File: config.mk
export PLATFORM = sky130hd
export DESIGN_NAME = status_led_pattern_and_color_core
export DESIGN_NICKNAME = d
export VERILOG_FILES = /design/src/rtl/slpc_pkg.sv /design/src/rtl/slpc_rainbow.sv /design/src/rtl/status_led_pattern_and_color_core.sv
export SDC_FILE = /design/constraint.sdc
export NUM_CORES = 2
export LEC_CHECK = 0
export BUFFER_PORTS_ARGS = -buffer_cell sky130_fd_sc_hd__buf_2
export CORE_MARGIN = 2
export CORE_UTILIZATION = 28
export DETAILED_ROUTE_END_ITERATION = 7
export SYNTH_ARGS = -nofsm -noshare
export SYNTH_HDL_FRONTEND = slang
export SYNTH_SLANG_ARGS = --single-unit
File: constraint.sdc
create_clock -name clk -period 7.4 [get_ports clk]
set_input_delay 0.37 -clock clk [delete_from_list [all_inputs] [get_ports clk]]
set_output_delay 0.37 -clock clk [all_outputs]
set_load 0.005 [all_outputs]
File: src/rtl/slpc_pkg.sv
package slpc_pkg;

  // Configuration port
  localparam int PADDR_W = 3;
  localparam int PDATA_W = 32;
  localparam logic REG_UNLOCKED  = 1'b0;
  localparam logic REG_BOOT_TIME = 1'b1;

  localparam int TICK_DIVIDE_DEF = 3;
  localparam int DIV_W = 8;

  // Motion controller states
  localparam logic [3:0] STATE_DISABLED   = 4'd0;
  localparam logic [3:0] STATE_IDLE       = 4'd1;
  localparam logic [3:0] STATE_ACCEL      = 4'd2;
  localparam logic [3:0] STATE_MOVING     = 4'd3;
  localparam logic [3:0] STATE_DECEL      = 4'd4;
  localparam logic [3:0] STATE_HOMING     = 4'd5;
  localparam logic [3:0] STATE_HARD_LIMIT = 4'd6;
  localparam logic [3:0] STATE_ERROR      = 4'd7;
  localparam logic [3:0] STATE_PATH       = 4'd8;
  localparam logic [3:0] STATE_LOCKED     = 4'd9;
  localparam logic [3:0] PATTERN_ROWS     = 4'd10;

  // Pattern ROM: bit i of a row is the LED level at phase i.
  localparam logic [63:0] PATTERN_ROM [10] = '{
    64'h0000_0000_0000_0111,
    64'h0000_0000_0000_0001,
    64'h1F81_F01E_01C0_1801,
    64'h0FC1_F83F_0FC1_F83F,
    64'h1003_0070_0F01_F03F,
    64'h0861_C79F_0861_C79F,
    64'h0000_0000_03C0_780F,
    64'h0000_003F_FFC0_780F,
    64'h1111_1111_1111_1111,
    64'h001F_E001_001F_E001
  };

  // Reciprocals for exact division by a constant: q = (x * M) >> K.
  localparam logic [27:0] RCP5_K30    = 28'd214748365;   // 28-bit x / 5
  localparam logic [31:0] RCP125_K38  = 32'd2199023256;  // 31-bit x / 125
  localparam logic [29:0] RCP125_K36  = 30'd549755814;   // 29-bit x / 125
  localparam logic [15:0] RCP125_K22  = 16'd33555;       // 15-bit x / 125

  typedef struct packed {
    logic [31:0] now_ms;
    logic [3:0]  mc_state;
    logic        drive_fault;
    logic        underrun_latched;
    logic        uic_linked;
  } in_item_t;

  typedef struct packed {
    logic       led_on;
    logic [7:0] red;
    logic [7:0] green;
    logic [7:0] blue;
  } out_item_t;

  // Per-item control carried down the pipeline next to the rainbow datapath.
  typedef struct packed {
    logic [3:0] st;
    logic       locked;
    logic       drv;
    logic       under;
    logic       link;
    logic [5:0] phase;
    logic       blink80;
    logic       blink250;
  } ctl_t;

endpackage

File: src/rtl/slpc_rainbow.sv
module slpc_rainbow (
  input  logic        clk,
  input  logic        en,
  input  logic [31:0] elapsed,
  output logic [7:0]  red,
  output logic [7:0]  green,
  output logic [7:0]  blue
);
  import slpc_pkg::*;

  logic [58:0] q_prod;
  logic [22:0] q;
  logic [9:0]  elo;
  logic [9:0]  rem_next;
  logic [9:0]  rem;
  logic [17:0] rem255;
  logic [30:0] hue_prod;
  logic [7:0]  hue;
  logic [7:0]  p;
  logic [7:0]  seg;
  logic [7:0]  seg3;
  logic [7:0]  wr_next;
  logic [7:0]  wg_next;
  logic [7:0]  wb_next;
  logic [7:0]  wr;
  logic [7:0]  wg;
  logic [7:0]  wb;

  function automatic logic [7:0] scale140(input logic [7:0] c);
    logic [15:0] x;
    logic [16:0] y;
    begin
      x = {1'b0, c, 7'b0} + {5'b0, c, 3'b0} + {6'b0, c, 2'b0};
      // Exact x / 255 for x below 65535.
      y = {1'b0, x} + 17'd1 + {9'b0, x[15:8]};
      scale140 = y[15:8];
    end
  endfunction

  // Quotient of elapsed / 1000, taken as (elapsed >> 3) / 125.
  assign q_prod = {30'b0, elapsed[31:3]} * {29'b0, RCP125_K36};

  // Remainder only needs ten bits: q * 1000 is -q * 24 modulo 1024.
  assign rem_next = elo + {q[5:0], 4'b0} + {q[6:0], 3'b0};

  // hue = rem * 255 / 1000.
  assign rem255   = {rem, 8'b0} - {8'b0, rem};
  assign hue_prod = {16'b0, rem255[17:3]} * {15'b0, RCP125_K22};

  always_comb begin
    p = ~hue;
    wr_next = 8'd0;
    wg_next = 8'd0;
    wb_next = 8'd0;
    if (p < 8'd85) begin
      seg = p;
    end else if (p < 8'd170) begin
      seg = p - 8'd85;
    end else begin
      seg = p - 8'd170;
    end
    seg3 = {seg[6:0], 1'b0} + seg;
    if (p < 8'd85) begin
      wr_next = 8'd255 - seg3;
      wb_next = seg3;
    end else if (p < 8'd170) begin
      wg_next = seg3;
      wb_next = 8'd255 - seg3;
    end else begin
      wr_next = seg3;
      wg_next = 8'd255 - seg3;
    end
  end

  always_ff @(posedge clk) begin
    if (en) begin
      q   <= q_prod[58:36];
      elo <= elapsed[9:0];
      rem <= rem_next;
      hue <= hue_prod[29:22];
      wr  <= wr_next;
      wg  <= wg_next;
      wb  <= wb_next;
    end
  end

  assign red   = scale140(wr);
  assign green = scale140(wg);
  assign blue  = scale140(wb);

endmodule

File: src/rtl/status_led_pattern_and_color_core.sv
// Channel   Direction  Signals                        Transaction
// in        input      in_valid, in_ready, in_data    one heartbeat tick
// out       output     out_valid, out_ready, out_data one LED level and RGB pixel
// cfg       input      psel, penable, pwrite, paddr,  register write or read
//                      pwdata, prdata, pready
//
// One tick is accepted per cycle while the output is not stalled; for every
// TICK_DIVIDE-th tick out_valid rises once the tick has passed through five
// pipeline registers and the output register.
// The length is set by the rainbow path: two reciprocal multiplies for the
// modulo-1000 hue, with a register after each, and the colour wheel.
// Reset clears tick divider, phase counter, config registers and all valid bits.
// A stalled output holds the whole pipeline; in_ready follows out_ready then.
module status_led_pattern_and_color_core #(
  parameter int TICK_DIVIDE = slpc_pkg::TICK_DIVIDE_DEF
) (
  input  logic                              clk,
  input  logic                              rst,
  input  logic                              in_valid,
  output logic                              in_ready,
  input  slpc_pkg::in_item_t                in_data,
  output logic                              out_valid,
  input  logic                              out_ready,
  output slpc_pkg::out_item_t               out_data,
  input  logic                              psel,
  input  logic                              penable,
  input  logic                              pwrite,
  input  logic [slpc_pkg::PADDR_W-1:0]      paddr,
  input  logic [slpc_pkg::PDATA_W-1:0]      pwdata,
  output logic [slpc_pkg::PDATA_W-1:0]      prdata,
  output logic                              pready
);
  import slpc_pkg::*;

  logic              unlocked;
  logic [31:0]       boot_time_ms;
  logic [DIV_W-1:0]  tick_divider;
  logic [DIV_W-1:0]  div_inc;
  logic              div_hit;
  logic [5:0]        phase_counter;
  logic [5:0]        phase_next;
  logic              en;
  logic              accept;

  logic              a_vld, b_vld, c_vld, d_vld, e_vld;
  ctl_t              a_ctl_next;
  ctl_t              a_ctl, b_ctl, c_ctl, d_ctl, e_ctl;
  ctl_t              b_ctl_next;
  logic [31:0]       a_now;
  logic [31:0]       a_elapsed;
  logic [55:0]       prod80;
  logic [62:0]       prod250;
  logic [7:0]        rb_red, rb_green, rb_blue;
  out_item_t         out_next;
  logic              blink;

  // Configuration port
  assign pready = 1'b1;

  always_ff @(posedge clk) begin
    if (rst) begin
      unlocked     <= 1'b0;
      boot_time_ms <= 32'd0;
    end else if (psel && penable && pwrite) begin
      case (paddr[2])
        REG_UNLOCKED:  unlocked     <= pwdata[0];
        REG_BOOT_TIME: boot_time_ms <= pwdata;
        default: ;
      endcase
    end
  end

  always_comb begin
    case (paddr[2])
      REG_UNLOCKED:  prdata = {31'b0, unlocked};
      REG_BOOT_TIME: prdata = boot_time_ms;
      default:       prdata = '0;
    endcase
  end

  // The whole pipeline advances together unless a finished result is stuck.
  assign en       = !out_valid || out_ready;
  assign in_ready = en;
  assign accept   = in_valid && en;

  assign div_inc    = tick_divider + 1'b1;
  assign div_hit    = div_inc >= DIV_W'(TICK_DIVIDE);
  assign phase_next = phase_counter + 6'd1;

  always_ff @(posedge clk) begin
    if (rst) begin
      tick_divider  <= '0;
      phase_counter <= '0;
    end else if (accept) begin
      if (div_hit) begin
        tick_divider  <= '0;
        phase_counter <= phase_next;
      end else begin
        tick_divider <= div_inc;
      end
    end
  end

  always_comb begin
    a_ctl_next          = '0;
    a_ctl_next.st       = unlocked ? in_data.mc_state : STATE_LOCKED;
    a_ctl_next.locked   = !unlocked;
    a_ctl_next.drv      = in_data.drive_fault;
    a_ctl_next.under    = in_data.underrun_latched;
    a_ctl_next.link     = in_data.uic_linked;
    a_ctl_next.phase    = phase_next;
  end

  // Blink phases: bit 0 of now / 80 and now / 250.
  assign prod80  = {28'b0, a_now[31:4]} * {28'b0, RCP5_K30};
  assign prod250 = {32'b0, a_now[31:1]} * {31'b0, RCP125_K38};

  always_comb begin
    b_ctl_next          = a_ctl;
    b_ctl_next.blink80  = prod80[30];
    b_ctl_next.blink250 = prod250[38];
  end

  always_ff @(posedge clk) begin
    if (rst) begin
      a_vld     <= 1'b0;
      b_vld     <= 1'b0;
      c_vld     <= 1'b0;
      d_vld     <= 1'b0;
      e_vld     <= 1'b0;
      out_valid <= 1'b0;
    end else if (en) begin
      a_vld     <= in_valid && div_hit;
      b_vld     <= a_vld;
      c_vld     <= b_vld;
      d_vld     <= c_vld;
      e_vld     <= d_vld;
      out_valid <= e_vld;
    end
  end

  always_ff @(posedge clk) begin
    if (en) begin
      a_ctl     <= a_ctl_next;
      a_now     <= in_data.now_ms;
      a_elapsed <= in_data.now_ms - boot_time_ms;
      b_ctl     <= b_ctl_next;
      c_ctl     <= b_ctl;
      d_ctl     <= c_ctl;
      e_ctl     <= d_ctl;
      out_data  <= out_next;
    end
  end

  slpc_rainbow u_rainbow (
    .clk     (clk),
    .en      (en),
    .elapsed (a_elapsed),
    .red     (rb_red),
    .green   (rb_green),
    .blue    (rb_blue)
  );

  // Colour priority chain and pattern lookup.
  always_comb begin
    out_next = '0;
    blink    = 1'b0;
    if (e_ctl.locked) begin
      out_next.red   = rb_red;
      out_next.green = rb_green;
      out_next.blue  = rb_blue;
    end else if (e_ctl.drv || e_ctl.st == STATE_ERROR) begin
      out_next.red = 8'd255;
    end else if (e_ctl.under || e_ctl.st == STATE_HARD_LIMIT) begin
      blink        = e_ctl.blink80;
      out_next.red = blink ? 8'd255 : 8'd0;
    end else if (e_ctl.st == STATE_HOMING) begin
      blink        = e_ctl.blink250;
      out_next.red = blink ? 8'd255 : 8'd0;
    end else if (e_ctl.st == STATE_PATH) begin
      out_next.green = 8'd200;
      out_next.blue  = 8'd200;
    end else if (e_ctl.st == STATE_ACCEL || e_ctl.st == STATE_DECEL) begin
      out_next.red   = 8'd255;
      out_next.green = 8'd255;
    end else if (e_ctl.st == STATE_MOVING) begin
      out_next.green = 8'd255;
    end else if (e_ctl.st == STATE_IDLE) begin
      out_next.red   = 8'd31;
      out_next.blue  = 8'd31;
      out_next.green = e_ctl.link ? 8'd31 : 8'd0;
    end else begin
      // Disabled, and any state without a colour of its own, is dim orange.
      out_next.red   = 8'd31;
      out_next.green = 8'd11;
    end
    if (e_ctl.st < PATTERN_ROWS) begin
      out_next.led_on = PATTERN_ROM[e_ctl.st][e_ctl.phase];
    end
  end

endmodule
**Yosys cells after proc, flatten, opt, wreduce, memory -nomap -nowiden**

Memories as Yosys holds them, arrays and structs flattened.
Cells that the tools add are included.

- Add/subtract/negate cells: 22
- Eq/ne operators: 8
- Multiplexer cells: 32
- Magnitude comparators: 6
- Reduce and logical (&&, ||, !) cells: 13
- Bitwise gates (word level): 3
- $mul: 4

Operator list:

| kind | number |
|---|---|
| 8-bit two-way mux | 17 |
| 64-bit two-way mux | 2 |
| 16-bit two-way mux | 5 |
| 32-bit case mux with 2 select lines | 1 |
| 15-bit by 11-bit adder with 16-bit output | 3 |
| 16-bit by 1-bit adder with 16-bit output, second input constant | 3 |
| 16-bit by 10-bit adder with 16-bit output | 3 |
| 16-bit by 8-bit adder with 16-bit output | 3 |
| 29-bit by 29-bit multiplier with 42-bit output, second input constant | 1 |
| 31-bit by 29-bit multiplier with 36-bit output, second input constant | 1 |
| 32-bit subtractor | 1 |
| 28-bit by 28-bit multiplier with 31-bit output, second input constant | 1 |
| 15-bit by 16-bit multiplier with 30-bit output, second input constant | 1 |
| 24-bit two-way mux | 1 |
| 10-bit adder | 2 |
| 5-bit two-way mux | 4 |
| 18-bit by 10-bit subtractor with 18-bit output | 1 |
| 4-bit by 3-bit == test with 1-bit output, second input constant | 4 |
| 8-bit by 1-bit adder with 8-bit output, second input constant | 1 |
| 8-bit adder | 1 |
| 4-bit by 2-bit == test with 1-bit output, second input constant | 2 |
| 8-bit by 2-bit >= comparator with 1-bit output, second input constant | 1 |
| 8-bit by 7-bit less-than comparator with 1-bit output, second input constant | 1 |
| 8-bit less-than comparator, second input constant | 1 |
| other kinds (18) | 27 |

- Word-level logic and storage cells: 150
- Memories: 1
- Input port bits: 81
- Output and inout bits: 60
- Flip-flop bits (word level): 279
- ROM bits: 1024

Memories:

| memory | depth | width | rd ports | clocked after memory_dff | wr ports | line | source |
|---|---|---|---|---|---|---|---|
| (name not given) | 16 | 64 | 1 | 0 | 0 | status_led_pattern_and_color_core.sv:198 | `out_next.led_on = PATTERN_ROM[e_ctl.st][e_ctl.phase];` |

**Logic depth before layout (Yosys ltp)**

- Depth after elaboration: 9
- Gate-level depth with buffers: 29
- Mapped depth without buffers: 29

**Modules after synthesis**

Synthesis repeated with hierarchy kept, for this count alone.

- Cell total of the unflattened synthesis: 4364
- Area, all modules: 44895.6 µm²

By module, submodules not included:

| module | seq. area each (µm²) | cells an instance | times used | area an instance (µm²) |
|---|---|---|---|---|
| status_led_pattern_and_color_core | 6045.8 | 2361 | 1 | 25174.1 |
| slpc_rainbow | 1771.7 | 2003 | 1 | 19721.4 |

**Least setup slack after synthesis**

No wires, ideal clock.

- Path kind: reg2reg
- From: reg out_valid
- To: reg phase_counter[2]
- Data arrival time: 6621 ps
- Setup time: 128 ps
- Clock period less this slack: 6748 ps
- Path slack: 652 ps
- Buffers on the path: 0
- Cell stages (with the launch flop): 8
- Required time: 7272 ps
- Cells stage by stage: dfxtp_1 -> nor2b_1 -> inv_1 -> nand2_1 -> a21oi_1 -> nand2_1 -> xor2_1 -> nor2_1

- Word-level cells in the longest chain between the ends: 4

Ends and longest elaborated chain:

| item | line | source |
|---|---|---|
| start: declaration | status_led_pattern_and_color_core.sv:22 | `output logic out_valid,` |
| start signal: assignment | status_led_pattern_and_color_core.sv:138 | `out_valid <= e_vld;` |
| 1-bit zero test | status_led_pattern_and_color_core.sv:82 | `assign en = !out_valid \|\| out_ready;` |
| 1-bit logical OR | status_led_pattern_and_color_core.sv:82 |  |
| via in_ready | status_led_pattern_and_color_core.sv:20 | `output logic in_ready,` |
| 1-bit logical AND | status_led_pattern_and_color_core.sv:84 | `assign accept = in_valid && en;` |
| 2-bit AND reduction (no source line) | n/a |  |
| end signal: assignment | status_led_pattern_and_color_core.sv:97 | `phase_counter <= phase_next;` |
| end: declaration | status_led_pattern_and_color_core.sv:40 | `logic [5:0] phase_counter;` |

The timed path passes the listed nets, and every way through them passes these cells.
A chain may end at the register's enable or synchronous reset.

**Worst setup path in the final report**

- From: reg a_elapsed[20]
- To: reg u_rainbow.q[5], data pin

- Word-level cells in the longest chain between the ends: 1

Ends and longest elaborated chain:

| item | line | source |
|---|---|---|
| start: declaration | status_led_pattern_and_color_core.sv:50 | `logic [31:0] a_elapsed;` |
| start signal: assignment | status_led_pattern_and_color_core.sv:146 | `a_elapsed <= in_data.now_ms - boot_time_ms;` |
| 29-bit by 29-bit multiplier with 42-bit output | slpc_rainbow.sv:41 | `assign q_prod = {30'b0, elapsed[31:3]} * {29'b0, RCP125_K36};` |
| via u_rainbow.q_prod[41] | slpc_rainbow.sv:11 | `logic [58:0] q_prod;` |
| end signal: assignment | slpc_rainbow.sv:77 | `q <= q_prod[58:36];` |
| end: declaration | slpc_rainbow.sv:12 | `logic [22:0] q;` |

The timed path passes the listed nets, and every way through them passes these cells.

==> run metrics <==
status complete, no violations; layout cells sized above 1 6.473%; clk sink count roughly 280; Max FO, Critical Path 9; worst setup margin 0.3938 ns; clk_skew roughly 0.012 ns; Syn Nets 5,972; vias in the first global route 31,645; Post-DP HPWL 94,720 um; Most Frequent Cell on Critical Path fa_1; slowest cell delay on critical path between 0.6 and 0.7 ns; Die Span Y 403.0 um; crit-path cells ha_1 > fa_1 > fa_1 > inv_1 > fa_1 > inv_1 > fa_1 > inv_1 > fa_1 > inv_1 > fa_1 > inv_1 > fa_1 > inv_1 > ha_1 > nand2_1 > nor2_1 > nand3_1 > nand4b_1 > or2_0 > o221a_2 > o21ai_1 > a21oi_1 > xnor2_1; final wirelength roughly 110,000 um; CP max stage cell edfxtp_1; worst min path class input port to flip-flop; Worst slew margin 27.26%; CP delay by family, top adder cells; Worst Tran Pin Value 1.091 ns; Most used DFF post-synth edfxtp_1; post-synthesis sequential area ratio between 15 and 20%; Placer Congestion 0.9063; initial antenna violation count 6; Synth Area per Inst 10.25 um2; yosys warns 0; Layout area overhead 11.33%; Clk pin slew, worst setup/hold paths about 0.060 ns; crit path kind flip-flop to flip-flop; post-CTS sizing 0; Die Area 162,400 um2; max-cap viol count 0; Area contributors post-synth fa_1, ha_1, edfxtp_1; Initial Util 28.17%; number of synthesized flops with an enable pin 225; num rows 146; CTS max path bufs 3; fmax between 100 and 150 MHz; Yosys top cell area share 30.50%; Final ANT Viol Nets 0; Post-synth ARST share 0%; Setup Slack @ Placement 0.3924 ns; Tmin final 7.006 ns; TritonRoute pass-1 iters 5; via count 29,645; port bufs 137; gr ovfl total 0; CP arrival roughly 7.3 ns; drt drc 0; Final #Nets 6,208; RSZ-0062 raised after global routing false; post-DR wirelength/cell 16.26 um; Root Driver clkbuf_16; startpoint types flip-flop; synthesized area 44,570 um2; Hold Slack 0.02470 ns; first-pass GRT wire length around 170,000 um; die width 403.0 um; CP required 7.73 ns; max-slew violation count 0; total CTS buffers 29; core area between 150,000 and 200,000 um2; DRT iter0 DRCs 1,579; Final setup viols 0; synth unique cells 88; setup_tns 0 ns; worst path buffer plus inverter count 6; pin count of the biggest net entering global routing 128; Final period util 94.68%; #FFs+latches synth 278; CTS tree done; H-Tree Level Count 1; Fin. Hold Viols 0; dominant cell type by area after synthesis fa_1; crit end category flip-flop; vias per inst 4.433; Ports 141; Clock Latency Late Sink 0.58 ns; overall routing resource usage 13.63%; Gate Count Post-Synth 4,346
-- sequential cells by signal, summed over array words and instances, names as in the netlist, 10 cells and up --
register,count
out_data,25
c_ctl,16
a_ctl,14
boot_time_ms,32
u_rainbow.rem,10
b_ctl,16
d_ctl,16
e_ctl,16
a_elapsed,32
a_now,31
u_rainbow.elo,10
-- cells by family after synthesis --
kind of cell	synth area share [%]
adder cells (fa/ha/maj)	54.84
flip-flops	17.54
buffers and inverters	11.15
AND/OR/NAND/NOR	5.525
AO/OA/AOI/OAI	7.137
XOR/XNOR	3.658
multiplexers	0.1404
other	0.008414
-- cells in the mapped netlist, types with 23 or more instances --
library cell / count
a21o_1: 64
a21oi_1: 154
and2_1: 27
clkbuf_1: 29
dfxtp_1: 53
edfxtp_1: 225
fa_1: 679
ha_1: 866
inv_1: 1281
nand2_1: 174
nand2b_1: 23
nand3_1: 41
nor2_1: 137
nor3_1: 27
o21a_1: 29
o21ai_0: 78
o21ai_1: 27
xnor2_1: 132
xor2_1: 51
-- cell type report --
cell class | instances | area (um2)
Tap cell | 2072 | 2592
Timing Repair Buffer | 242 | 1541
Fill cell | 16272 | 108600
Inverter | 1283 | 4823
Clock buffer | 34 | 754.5
Antenna cell | 11 | 27.53
Clock inverter | 19 | 277.8
Multi-Input combinational cell | 2748 | 31780
Sequential cell | 278 | 7818
-- cell usage in the layout, fill, tap and decap left out, drive strengths merged, types with 30 or more instances in the layout --
cell	synthesis	layout
a21o	65	65
fa	679	679
ha	866	866
dfxtp	53	53
nand3	42	42
o21a	30	30
xor2	51	51
xnor2	133	133
nor2	137	137
nand2	175	175
o21ai	105	105
buf	8	215
clkbuf	29	34
edfxtp	225	225
inv	1283	1286
a21oi	156	156
-- routing by layer --
layer  track usage (%)  part of all wire, %
met4             2.845                  2.4
met1             18.47                   45
met5                 0                0.012
met3             1.677                  5.3
met2             23.25                   48
-- repair_timing --
item / CTS / global route
hold buffers: 26 / 1
hold endpoints to repair: 26 / 1
buffers inserted: 0 / 0
-- per-stage QoR --
step	instances	cell area, um2	util (%)
floorplan	4346	44570	-
global placement	6596	48290	30.52
detailed placement	6596	48290	30.52
CTS	6675	49580	31.34
global route	6676	49590	31.35
finish	6687	49620	31.36
-- final timing paths --
| path | startpoint | to | slack [ns] | cells past startpoint |
|---|---|---|---|---|
| worst min-delay path | in_data[0] | a_ctl[8] | 0.02 | 1 |
| worst min register to register | c_ctl[3] | d_ctl[3] | 0.42 | 0 |
| worst max-delay path | a_elapsed[20] | u_rainbow.q[5] | 0.39 | 24 |
| worst max register to register | a_elapsed[20] | u_rainbow.q[5] | 0.39 | 24 |
Power is left out: the tool's default activity adds up to more than one toggle a clock period on the data nets, which glitch-free logic cannot reach.
